**src/hdl/tgarle_pkg.sv**
```systemverilog
// ----------------------------------------------------------------------------
// tgarle_pkg
// Shared types and constants of the TGA run-length unpacker.
// ----------------------------------------------------------------------------
package tgarle_pkg;

  localparam int MAX_UNIT_BYTES   = 4;
  localparam int PIXEL_COUNT_BITS = 24;

  localparam int UNIT_W  = 8 * MAX_UNIT_BYTES;
  localparam int IDX_W   = (MAX_UNIT_BYTES > 1) ? $clog2(MAX_UNIT_BYTES) : 1;
  localparam int USIZE_W = 3;
  localparam int PIX_W   = 25;
  localparam int SKIP_W  = 19;
  localparam int RUN_W   = 8;
  localparam int STAT_W  = 3;

  localparam logic [PIX_W-1:0] PIX_CAP = PIX_W'(1) << PIXEL_COUNT_BITS;

  localparam logic [7:0] RUN_MASK   = 8'h7f;
  localparam logic [7:0] REPEAT_BIT = 8'h80;

  // result status codes
  localparam logic [STAT_W-1:0] ST_PIXEL      = 3'd0;
  localparam logic [STAT_W-1:0] ST_EARLY_END  = 3'd1;
  localparam logic [STAT_W-1:0] ST_RUN_PAST   = 3'd2;
  localparam logic [STAT_W-1:0] ST_MID_RUN    = 3'd3;
  localparam logic [STAT_W-1:0] ST_MID_PACKET = 3'd4;

  // configuration register indexes
  localparam logic [1:0] CFG_BPP   = 2'd0;
  localparam logic [1:0] CFG_RLE   = 2'd1;
  localparam logic [1:0] CFG_TOTAL = 2'd2;
  localparam logic [1:0] CFG_SKIP  = 2'd3;

  typedef enum logic [2:0] {
    PH_START,
    PH_SKIP,
    PH_HEADER,
    PH_RAW,
    PH_REPEAT,
    PH_LITERAL,
    PH_DONE
  } phase_t;

  typedef struct packed {
    logic [USIZE_W-1:0] bytes_per_pixel;
    logic               run_length_mode;
    logic [PIX_W-1:0]   pixel_total;
    logic [SKIP_W-1:0]  skip_bytes;
  } cfg_t;

  typedef struct packed {
    logic [UNIT_W-1:0] pixel_value;
    logic [RUN_W-1:0]  repeat_count;
    logic [STAT_W-1:0] status;
    logic              last;
  } result_t;

endpackage

```
**src/hdl/tgarle_core.sv**
```systemverilog
// ----------------------------------------------------------------------------
// tgarle_core
// Byte-level decode state: header skip, packet parsing and pixel assembly.
// Gives up to two results for each accepted byte, first one first.
// ----------------------------------------------------------------------------
module tgarle_core (
  input  logic                       clk,
  input  logic                       rst,
  input  logic                       accept,
  input  logic [7:0]                 data_byte,
  input  logic                       end_of_file,
  input  tgarle_pkg::cfg_t           cfg,
  output logic [1:0]                 push_cnt,
  output tgarle_pkg::result_t        res_first,
  output tgarle_pkg::result_t        res_second
);

  tgarle_pkg::phase_t                   phase;
  logic [tgarle_pkg::SKIP_W-1:0]        skip_left;
  logic [tgarle_pkg::PIX_W-1:0]         pixels_left;
  logic [tgarle_pkg::RUN_W-1:0]         packet_left;
  logic [tgarle_pkg::UNIT_W-1:0]        unit_buffer;
  logic [tgarle_pkg::IDX_W-1:0]         unit_idx;

  tgarle_pkg::phase_t                   phase_next;
  logic [tgarle_pkg::SKIP_W-1:0]        skip_left_next;
  logic [tgarle_pkg::PIX_W-1:0]         pixels_left_next;
  logic [tgarle_pkg::RUN_W-1:0]         packet_left_next;
  logic [tgarle_pkg::UNIT_W-1:0]        unit_buffer_next;
  logic [tgarle_pkg::IDX_W-1:0]         unit_idx_next;

  // state after picture start
  tgarle_pkg::phase_t                   st_phase;
  logic [tgarle_pkg::SKIP_W-1:0]        st_skip;
  logic [tgarle_pkg::PIX_W-1:0]         st_pix;
  logic [tgarle_pkg::RUN_W-1:0]         st_pkt;
  logic [tgarle_pkg::UNIT_W-1:0]        st_buf;
  logic [tgarle_pkg::IDX_W-1:0]         st_idx;

  // state after the byte's work, before end of file
  tgarle_pkg::phase_t                   w_phase;
  logic [tgarle_pkg::SKIP_W-1:0]        w_skip;
  logic [tgarle_pkg::PIX_W-1:0]         w_pix;
  logic [tgarle_pkg::RUN_W-1:0]         w_pkt;
  logic [tgarle_pkg::UNIT_W-1:0]        w_buf;
  logic [tgarle_pkg::IDX_W-1:0]         w_idx;
  logic                                 w_res_valid;
  tgarle_pkg::result_t                  w_res;

  logic                                 eof_valid;
  tgarle_pkg::result_t                  eof_res;

  logic [tgarle_pkg::USIZE_W-1:0]       unit_size;
  logic [tgarle_pkg::PIX_W-1:0]         total_sat;
  logic [tgarle_pkg::UNIT_W-1:0]        merged;
  logic [tgarle_pkg::USIZE_W-1:0]       idx_inc;
  logic [tgarle_pkg::RUN_W-1:0]         run;
  logic [tgarle_pkg::RUN_W-1:0]         rep;
  logic [tgarle_pkg::RUN_W-1:0]         pkt_after;
  logic [tgarle_pkg::PIX_W-1:0]         pix_after;
  logic [tgarle_pkg::SKIP_W-1:0]        skip_dec;

  function automatic tgarle_pkg::phase_t data_phase(input logic empty, input logic rle);
    tgarle_pkg::phase_t ph;
    if (empty) begin
      ph = tgarle_pkg::PH_DONE;
    end else if (rle) begin
      ph = tgarle_pkg::PH_HEADER;
    end else begin
      ph = tgarle_pkg::PH_RAW;
    end
    return ph;
  endfunction

  always_comb begin
    if (cfg.bytes_per_pixel == '0) begin
      unit_size = tgarle_pkg::USIZE_W'(1);
    end else if (cfg.bytes_per_pixel > tgarle_pkg::USIZE_W'(tgarle_pkg::MAX_UNIT_BYTES)) begin
      unit_size = tgarle_pkg::USIZE_W'(tgarle_pkg::MAX_UNIT_BYTES);
    end else begin
      unit_size = cfg.bytes_per_pixel;
    end
    total_sat = (cfg.pixel_total > tgarle_pkg::PIX_CAP) ? tgarle_pkg::PIX_CAP
                                                        : cfg.pixel_total;
  end

  // picture start: load counters on the first byte of a file
  always_comb begin
    st_phase = phase;
    st_skip  = skip_left;
    st_pix   = pixels_left;
    st_pkt   = packet_left;
    st_buf   = unit_buffer;
    st_idx   = unit_idx;
    if (phase == tgarle_pkg::PH_START) begin
      st_pix = total_sat;
      st_skip = cfg.skip_bytes;
      st_pkt = '0;
      st_buf = '0;
      st_idx = '0;
      if (cfg.skip_bytes != '0) begin
        st_phase = tgarle_pkg::PH_SKIP;
      end else begin
        st_phase = data_phase(total_sat == '0, cfg.run_length_mode);
      end
    end
  end

  // per-byte work
  always_comb begin
    merged = st_buf;
    for (int k = 0; k < tgarle_pkg::MAX_UNIT_BYTES; k++) begin
      if (st_idx == tgarle_pkg::IDX_W'(k)) begin
        merged[8*k +: 8] = data_byte;
      end
    end
    idx_inc   = tgarle_pkg::USIZE_W'(st_idx) + tgarle_pkg::USIZE_W'(1);
    run       = (data_byte & tgarle_pkg::RUN_MASK) + tgarle_pkg::RUN_W'(1);
    skip_dec  = st_skip - tgarle_pkg::SKIP_W'(1);
    rep       = (st_phase == tgarle_pkg::PH_REPEAT) ? st_pkt : tgarle_pkg::RUN_W'(1);
    pix_after = st_pix - tgarle_pkg::PIX_W'(rep);
    pkt_after = st_pkt;
    if (st_phase == tgarle_pkg::PH_REPEAT) begin
      pkt_after = '0;
    end else if (st_phase == tgarle_pkg::PH_LITERAL) begin
      pkt_after = st_pkt - tgarle_pkg::RUN_W'(1);
    end

    w_phase     = st_phase;
    w_skip      = st_skip;
    w_pix       = st_pix;
    w_pkt       = st_pkt;
    w_buf       = st_buf;
    w_idx       = st_idx;
    w_res_valid = 1'b0;
    w_res       = '0;

    case (st_phase)
      tgarle_pkg::PH_SKIP: begin
        w_skip = skip_dec;
        if (skip_dec == '0) begin
          w_buf = '0;
          w_idx = '0;
          w_phase = data_phase(st_pix == '0, cfg.run_length_mode);
        end
      end
      tgarle_pkg::PH_HEADER: begin
        if (tgarle_pkg::PIX_W'(run) > st_pix) begin
          w_res_valid = 1'b1;
          w_res.status = tgarle_pkg::ST_RUN_PAST;
          w_res.last = 1'b1;
          w_phase = tgarle_pkg::PH_DONE;
        end else begin
          w_pkt = run;
          w_buf = '0;
          w_idx = '0;
          w_phase = ((data_byte & tgarle_pkg::REPEAT_BIT) != '0) ? tgarle_pkg::PH_REPEAT
                                                                : tgarle_pkg::PH_LITERAL;
        end
      end
      tgarle_pkg::PH_RAW, tgarle_pkg::PH_REPEAT, tgarle_pkg::PH_LITERAL: begin
        if (idx_inc >= unit_size) begin
          w_buf = '0;
          w_idx = '0;
          w_pkt = pkt_after;
          w_pix = pix_after;
          w_res_valid = 1'b1;
          w_res.pixel_value = merged;
          w_res.repeat_count = rep;
          w_res.status = tgarle_pkg::ST_PIXEL;
          w_res.last = (pix_after == '0);
          if (pix_after == '0) begin
            w_phase = tgarle_pkg::PH_DONE;
          end else if (st_phase == tgarle_pkg::PH_REPEAT) begin
            w_phase = tgarle_pkg::PH_HEADER;
          end else if (st_phase == tgarle_pkg::PH_LITERAL && pkt_after == '0) begin
            w_phase = tgarle_pkg::PH_HEADER;
          end
        end else begin
          w_buf = merged;
          w_idx = idx_inc[tgarle_pkg::IDX_W-1:0];
        end
      end
      default: begin
      end
    endcase
  end

  // end of file check on the phase left by this byte
  always_comb begin
    eof_res = '0;
    eof_res.last = 1'b1;
    eof_valid = 1'b0;
    unique case (w_phase)
      tgarle_pkg::PH_SKIP, tgarle_pkg::PH_HEADER, tgarle_pkg::PH_RAW: begin
        eof_valid = end_of_file;
        eof_res.status = tgarle_pkg::ST_EARLY_END;
      end
      tgarle_pkg::PH_REPEAT: begin
        eof_valid = end_of_file;
        eof_res.status = tgarle_pkg::ST_MID_RUN;
      end
      tgarle_pkg::PH_LITERAL: begin
        eof_valid = end_of_file;
        eof_res.status = tgarle_pkg::ST_MID_PACKET;
      end
      default: begin
        eof_valid = 1'b0;
      end
    endcase
  end

  // outputs: compact the two result slots
  always_comb begin
    res_first  = w_res_valid ? w_res : eof_res;
    res_second = eof_res;
    push_cnt   = '0;
    if (accept) begin
      push_cnt = 2'(w_res_valid) + 2'(eof_valid);
    end
  end

  // next state
  always_comb begin
    phase_next       = phase;
    skip_left_next   = skip_left;
    pixels_left_next = pixels_left;
    packet_left_next = packet_left;
    unit_buffer_next = unit_buffer;
    unit_idx_next    = unit_idx;
    if (accept) begin
      if (end_of_file) begin
        phase_next       = tgarle_pkg::PH_START;
        skip_left_next   = '0;
        pixels_left_next = '0;
        packet_left_next = '0;
        unit_buffer_next = '0;
        unit_idx_next    = '0;
      end else begin
        phase_next       = w_phase;
        skip_left_next   = w_skip;
        pixels_left_next = w_pix;
        packet_left_next = w_pkt;
        unit_buffer_next = w_buf;
        unit_idx_next    = w_idx;
      end
    end
  end

  always_ff @(posedge clk) begin
    if (rst) begin
      phase       <= tgarle_pkg::PH_START;
      skip_left   <= '0;
      pixels_left <= '0;
      packet_left <= '0;
      unit_buffer <= '0;
      unit_idx    <= '0;
    end else begin
      phase       <= phase_next;
      skip_left   <= skip_left_next;
      pixels_left <= pixels_left_next;
      packet_left <= packet_left_next;
      unit_buffer <= unit_buffer_next;
      unit_idx    <= unit_idx_next;
    end
  end

endmodule

```
**src/hdl/tgarle_outq.sv**
```systemverilog
// ----------------------------------------------------------------------------
// tgarle_outq
// Four-entry result queue: takes up to two results a cycle, gives one unless stalled.
// ----------------------------------------------------------------------------
module tgarle_outq (
  input  logic                  clk,
  input  logic                  rst,
  input  logic [1:0]            push_cnt,
  input  tgarle_pkg::result_t   push_first,
  input  tgarle_pkg::result_t   push_second,
  output logic                  full2,
  output logic                  out_valid,
  input  logic                  out_stall,
  output tgarle_pkg::result_t   out_res
);

  localparam int DEPTH = 4;
  localparam int PTR_W = $clog2(DEPTH);

  tgarle_pkg::result_t      mem [DEPTH];
  logic [PTR_W-1:0]         wr_ptr;
  logic [PTR_W-1:0]         rd_ptr;
  logic [PTR_W:0]           count;
  logic [PTR_W-1:0]         wr_ptr_next;
  logic [PTR_W-1:0]         rd_ptr_next;
  logic [PTR_W:0]           count_next;
  logic                     pop;

  assign out_valid = (count != '0);
  assign out_res   = mem[rd_ptr];
  assign pop       = out_valid && !out_stall;
  // stall requests unless two free entries are certain
  assign full2     = (count > (PTR_W+1)'(DEPTH - 2));

  always_comb begin
    wr_ptr_next = wr_ptr + PTR_W'(push_cnt);
    rd_ptr_next = rd_ptr + PTR_W'(pop);
    count_next  = count + (PTR_W+1)'(push_cnt) - (PTR_W+1)'(pop);
  end

  always_ff @(posedge clk) begin
    if (push_cnt != 2'd0) begin
      mem[wr_ptr] <= push_first;
    end
    if (push_cnt == 2'd2) begin
      mem[wr_ptr + PTR_W'(1)] <= push_second;
    end
  end

  always_ff @(posedge clk) begin
    if (rst) begin
      wr_ptr <= '0;
      rd_ptr <= '0;
      count  <= '0;
    end else begin
      wr_ptr <= wr_ptr_next;
      rd_ptr <= rd_ptr_next;
      count  <= count_next;
    end
  end

endmodule

```
**src/hdl/tga_run_length_unpacker.sv**
```systemverilog
// ----------------------------------------------------------------------------
// tga_run_length_unpacker
// TGA pixel stream unpacker: skips leading bytes, then assembles raw or
// run-length coded pixels into value/repeat results, with truncation errors.
//
//   channel   handshake              payload
//   -------   --------------------   -----------------------------------------
//   in        in_valid / in_stall    data_byte, end_of_file
//   out       out_valid / out_stall  pixel_value, repeat_count, status, last
//   cfg       cfg_valid / cfg_ready  cfg_index, cfg_data
//
// One byte is taken per cycle unless stalled; its results enter a four-entry
// queue at the edge that takes the byte, so a result can be offered next cycle.
// A byte can give two results; the input stalls while fewer than two queue
// entries are certain to be free, which takes output stall or end-of-file
// bytes that give two results in close succession.
// Synchronous reset clears decode state and queue; cfg_ready is always high.
// ----------------------------------------------------------------------------
module tga_run_length_unpacker (
  input  logic                              clk,
  input  logic                              rst,
  input  logic                              in_valid,
  output logic                              in_stall,
  input  logic [7:0]                        data_byte,
  input  logic                              end_of_file,
  output logic                              out_valid,
  input  logic                              out_stall,
  output logic [tgarle_pkg::UNIT_W-1:0]     pixel_value,
  output logic [tgarle_pkg::RUN_W-1:0]      repeat_count,
  output logic [tgarle_pkg::STAT_W-1:0]     status,
  output logic                              last,
  input  logic                              cfg_valid,
  output logic                              cfg_ready,
  input  logic [1:0]                        cfg_index,
  input  logic [tgarle_pkg::PIX_W-1:0]      cfg_data
);

  tgarle_pkg::cfg_t     cfg;
  logic                 accept;
  logic                 full2;
  logic [1:0]           push_cnt;
  tgarle_pkg::result_t  res_first;
  tgarle_pkg::result_t  res_second;
  tgarle_pkg::result_t  out_res;

  assign cfg_ready = 1'b1;
  assign in_stall  = full2;
  assign accept    = in_valid && !in_stall;

  always_ff @(posedge clk) begin
    if (rst) begin
      cfg.bytes_per_pixel <= tgarle_pkg::USIZE_W'(1);
      cfg.run_length_mode <= 1'b0;
      cfg.pixel_total     <= tgarle_pkg::PIX_W'(1);
      cfg.skip_bytes      <= '0;
    end else if (cfg_valid && cfg_ready) begin
      unique case (cfg_index)
        tgarle_pkg::CFG_BPP:   cfg.bytes_per_pixel <= cfg_data[tgarle_pkg::USIZE_W-1:0];
        tgarle_pkg::CFG_RLE:   cfg.run_length_mode <= cfg_data[0];
        tgarle_pkg::CFG_TOTAL: cfg.pixel_total     <= cfg_data;
        tgarle_pkg::CFG_SKIP:  cfg.skip_bytes      <= cfg_data[tgarle_pkg::SKIP_W-1:0];
        default: begin
        end
      endcase
    end
  end

  tgarle_core u_core (
    .clk         (clk),
    .rst         (rst),
    .accept      (accept),
    .data_byte   (data_byte),
    .end_of_file (end_of_file),
    .cfg         (cfg),
    .push_cnt    (push_cnt),
    .res_first   (res_first),
    .res_second  (res_second)
  );

  tgarle_outq u_outq (
    .clk         (clk),
    .rst         (rst),
    .push_cnt    (push_cnt),
    .push_first  (res_first),
    .push_second (res_second),
    .full2       (full2),
    .out_valid   (out_valid),
    .out_stall   (out_stall),
    .out_res     (out_res)
  );

  assign pixel_value  = out_res.pixel_value;
  assign repeat_count = out_res.repeat_count;
  assign status       = out_res.status;
  assign last         = out_res.last;

endmodule

```
**config.mk**
```make
export PLATFORM = sky130hd
export DESIGN_NAME = tga_run_length_unpacker
export DESIGN_NICKNAME = d
export VERILOG_FILES = /design/src/hdl/tgarle_pkg.sv /design/src/hdl/tgarle_core.sv /design/src/hdl/tgarle_outq.sv /design/src/hdl/tga_run_length_unpacker.sv
export SDC_FILE = /design/constraint.sdc
export NUM_CORES = 1
export LEC_CHECK = 0
export BUFFER_PORTS_ARGS = -buffer_cell sky130_fd_sc_hd__buf_2
export CAP_MARGIN = 25
export CORE_ASPECT_RATIO = 1.2
export CORE_MARGIN = 1
export CORE_UTILIZATION = 35
export DETAILED_ROUTE_END_ITERATION = 10
export SYNTH_ARGS = -nofsm -noshare
export SYNTH_HDL_FRONTEND = slang
export SYNTH_SLANG_ARGS = --single-unit
```
**constraint.sdc**
```tcl
create_clock -name clk -period 9.23 [get_ports clk]
set_input_delay 0.923 -clock clk [delete_from_list [all_inputs] [get_ports clk]]
set_output_delay 0.923 -clock clk [all_outputs]
set_load 0.03 [all_outputs]
```
==> flow_summary.ini <==
[pwr]
ir_drop_mv = 0.123
power_mw = 4.25
power_density_mw_per_mm2 = 227
p_leak_nw = 7.03

[timing]
whs_ns = 0.446
finalSetupViolations = 0
period_minus_slack_ns = 7.87
fmax_ghz = 0.127
tightest_slew_ns = 1.07
tns_ns = 0
slew_headroom = 0.270
finalMaxSlewViolations = 0
fin_crit_sh = 0.852
hold_viol_final = 0
finClkSkew_ns = 0.0239
rsz0062_at_grt = no

[grt]
grt_use_met3 = 0.0280
track_usage = 0.206
grtUsageMet1 = 0.270
grt_pass1_wl_um = 81200
overflow = 0
grt_pass1_vias = 14700
gr-usage-met2 = 0.350
grt_max_degree = 76
antenna_found_initial = 0
gr-max-usage-layer = met2

[cts]
clock_sinks = 320
cts-root-buf = clkbuf_16
cts.path.max_buffers = 3
htreeDepth = 2
cts_tree = done
numCtsBuffers = 36
clkTransAtPathRegs_ns = 0.06
clk_latency_ns = 0.56
cts_resized = 0
post_cts_buffers = 0
cts_hold_buffers = 0

[synth]
synth_area_leaders = dfxtp_1 (37%), nand2_1 (8.5%), mux4_2 (5.9%)
ys.flop_type = dfxtp_1
ys_warn_count = 0
yosysUniqueCellTypes = 80
syn_area_per_cell_sq_um = 8.10
yosys.area.top_type = dfxtp_1
synth-edff-count = 12
yosysSeqAreaShare = 0.390
synth_top_area_share = 0.368
postSynth.asyncResetShare = 0
syn_inst = 2069
ys_top_cells_by_count = nand2_1 (379), dfxtp_1 (308), nor2_1 (225), o21ai_0 (174), a21oi_1 (172)
synth_nets = 2146
ys_seq_elements = 320
post-synth-top-count-cell = nand2_1
synth_area_sq_mm = 0.0168

[place]
placed_area_sq_mm = 0.0176
io_buffers = 86
gp_congestion = 0.898
dp.cells = 2648
dp_hpwl_um = 34400

[floorplan]
die_w_um = 202
row_count = 87
pin_count = 88
die_area_sq_mm = 0.0487
initial_core_util = 0.355
die_h_um = 242
core_area_sq_mm = 0.0471

[cells_and_area]
antenna_cells = 0
drive_gt1_frac = 0.121
area_delta_synth_final_pct = 11.9
instances_no_fill = 2711
final_cell_area_sq_mm = 0.0187
nets = 2140

[drt]
wire_per_inst_um = 18.8
via_per_inst = 5.61
drt_wl_total_um = 51000
vias = 15200
final_antenna_net_count = 0
drtPass1Iterations = 6
drc_errors = 0
drtIter0Drc = 1319

[run_status]
status = finished, final reports clean

[worst_hold_path]
hp-class = register to register

[critical_path]
setup.worst_path.end_class = register
cp_max_fo = 28
critPathArrivalTime_ns = 8.33
crit_type = register to register
critPathRequiredTime_ns = 9.69
startpoint_type = register

[run]
maxCapViolCount = 0
-- final timing paths --
kind                                  start                             end  slack [ns]  cells past startpoint
min          u_outq.mem[1][13]$_SDFFE_PP0N_  u_outq.mem[1][13]$_SDFFE_PP0N_        0.45                      2
max                    cfg[30]$_SDFFE_PP0P_  u_outq.mem[2][21]$_SDFFE_PP0P_        1.36                     26
min reg2reg  u_outq.mem[1][13]$_SDFFE_PP0N_  u_outq.mem[1][13]$_SDFFE_PP0N_        0.45                      2
max reg2reg            cfg[30]$_SDFFE_PP0P_  u_outq.mem[2][21]$_SDFFE_PP0P_        1.36                     26
-- cells by family (layout without fill, tap and decap cells) --
family	count (synthesis)	count (layout)	share of synthesized area
and+or+nand+nor	836	836	0.224
AOI/OAI and AO/OA	553	553	0.205
DFF	320	320	0.390
buffers and inverters	191	210	0.0452
muxes	79	79	0.0808
xor gates and xnor gates	53	53	0.0277
adders and majority gates	36	36	0.0278
other	1	1	0.000224
-- worst max-delay path: stages, from the launching register on --
cell and delay [ns]:
dfxtp_1 0.34, nor4_1 0.63, nand4_1 0.20, o21ai_0 0.55
and2_1 0.37, a22oi_1 0.18, inv_1 0.10, ha_1 0.26
nor2_1 0.16, a211oi_1 0.10, o41ai_2 0.73, or4b_2 0.67
xor2_1 0.17, nand4_1 0.15, nor4_4 0.38, a211o_1 0.37
o21ai_0 0.13, and2_1 0.17, ha_1 0.33, and3_1 0.19
nand2b_1 0.22, nand2_1 0.12, nor2_1 0.12, nor2_4 0.64
buf_4 0.35, nand2_1 0.07, o21ai_0 0.07
-- state kept, by name (all words and copies together), names as in the netlist --
register / count
u_core.pixels_left: 25
u_outq.count: 3
u_core.unit_idx: 2
u_core.phase: 3
u_outq.rd_ptr: 2
u_core.unit_buffer: 32
cfg: 48
u_core.skip_left: 19
u_outq.wr_ptr: 2
u_core.packet_left: 8
u_outq.mem: 176
-- cell usage in the layout (no fill, tap or decap), types with 12 or more instances in the layout --
| cell | netlist | layout |
|---|---|---|
| nand2_1 | 379 | 378 |
| dfxtp_1 | 308 | 306 |
| nor2_1 | 225 | 223 |
| o21ai_0 | 174 | 174 |
| a21oi_1 | 172 | 172 |
| buf_2 | 11 | 85 |
| a22oi_1 | 44 | 44 |
| mux4_2 | 44 | 44 |
| inv_1 | 40 | 40 |
| nor3_1 | 38 | 38 |
| clkbuf_16 | 0 | 36 |
| ha_1 | 34 | 34 |
| xnor2_1 | 33 | 33 |
| nand3_1 | 30 | 29 |
| mux2i_1 | 25 | 25 |
| a22o_1 | 24 | 24 |
| nor4_1 | 22 | 22 |
| buf_4 | 1 | 22 |
| nand2b_1 | 21 | 21 |
| xor2_1 | 20 | 20 |
| a31oi_1 | 15 | 15 |
| or3_1 | 16 | 15 |
| a211oi_1 | 15 | 15 |
| and3_1 | 14 | 14 |
| or4_1 | 13 | 13 |
| o211ai_1 | 13 | 13 |
| nand4_1 | 12 | 12 |
| edfxtp_1 | 12 | 12 |
-- cell type report --
type | count | area [sq um]
fill | 4837 | 28400
multi-input combinational | 1558 | 9500
sequential | 320 | 6530
clock buffer | 52 | 1020
tap | 623 | 779
timing repair buffer | 107 | 591
clock inverter | 11 | 166
inverter | 40 | 150
-- per-layer routing --
layer	share of wire	vias up
met2	0.48	516
met5	0	-
li1	-	7319
met1	0.44	7288
met4	0.027	0
met3	0.057	92
-- power breakdown --
| part | leakage [nW] | internal (mW) | switching (mW) |
|---|---|---|---|
| clock | 0.578 | 0.859 | 0.583 |
| combinational | 3.85 | 0.435 | 0.799 |
| sequential | 2.60 | 1.49 | 0.0840 |
| total | 7.03 | 2.79 | 1.47 |
-- metrics by stage --
stage	worst slack, ns	utilization
2_1_floorplan	1.79	-
3_3_place_gp	1.65	0.372
3_5_place_dp	1.46	0.372
4_1_cts	1.41	0.398
5_1_grt	0.681	0.398
6_report	1.36	0.398
Power figures use the tool's default switching activity.
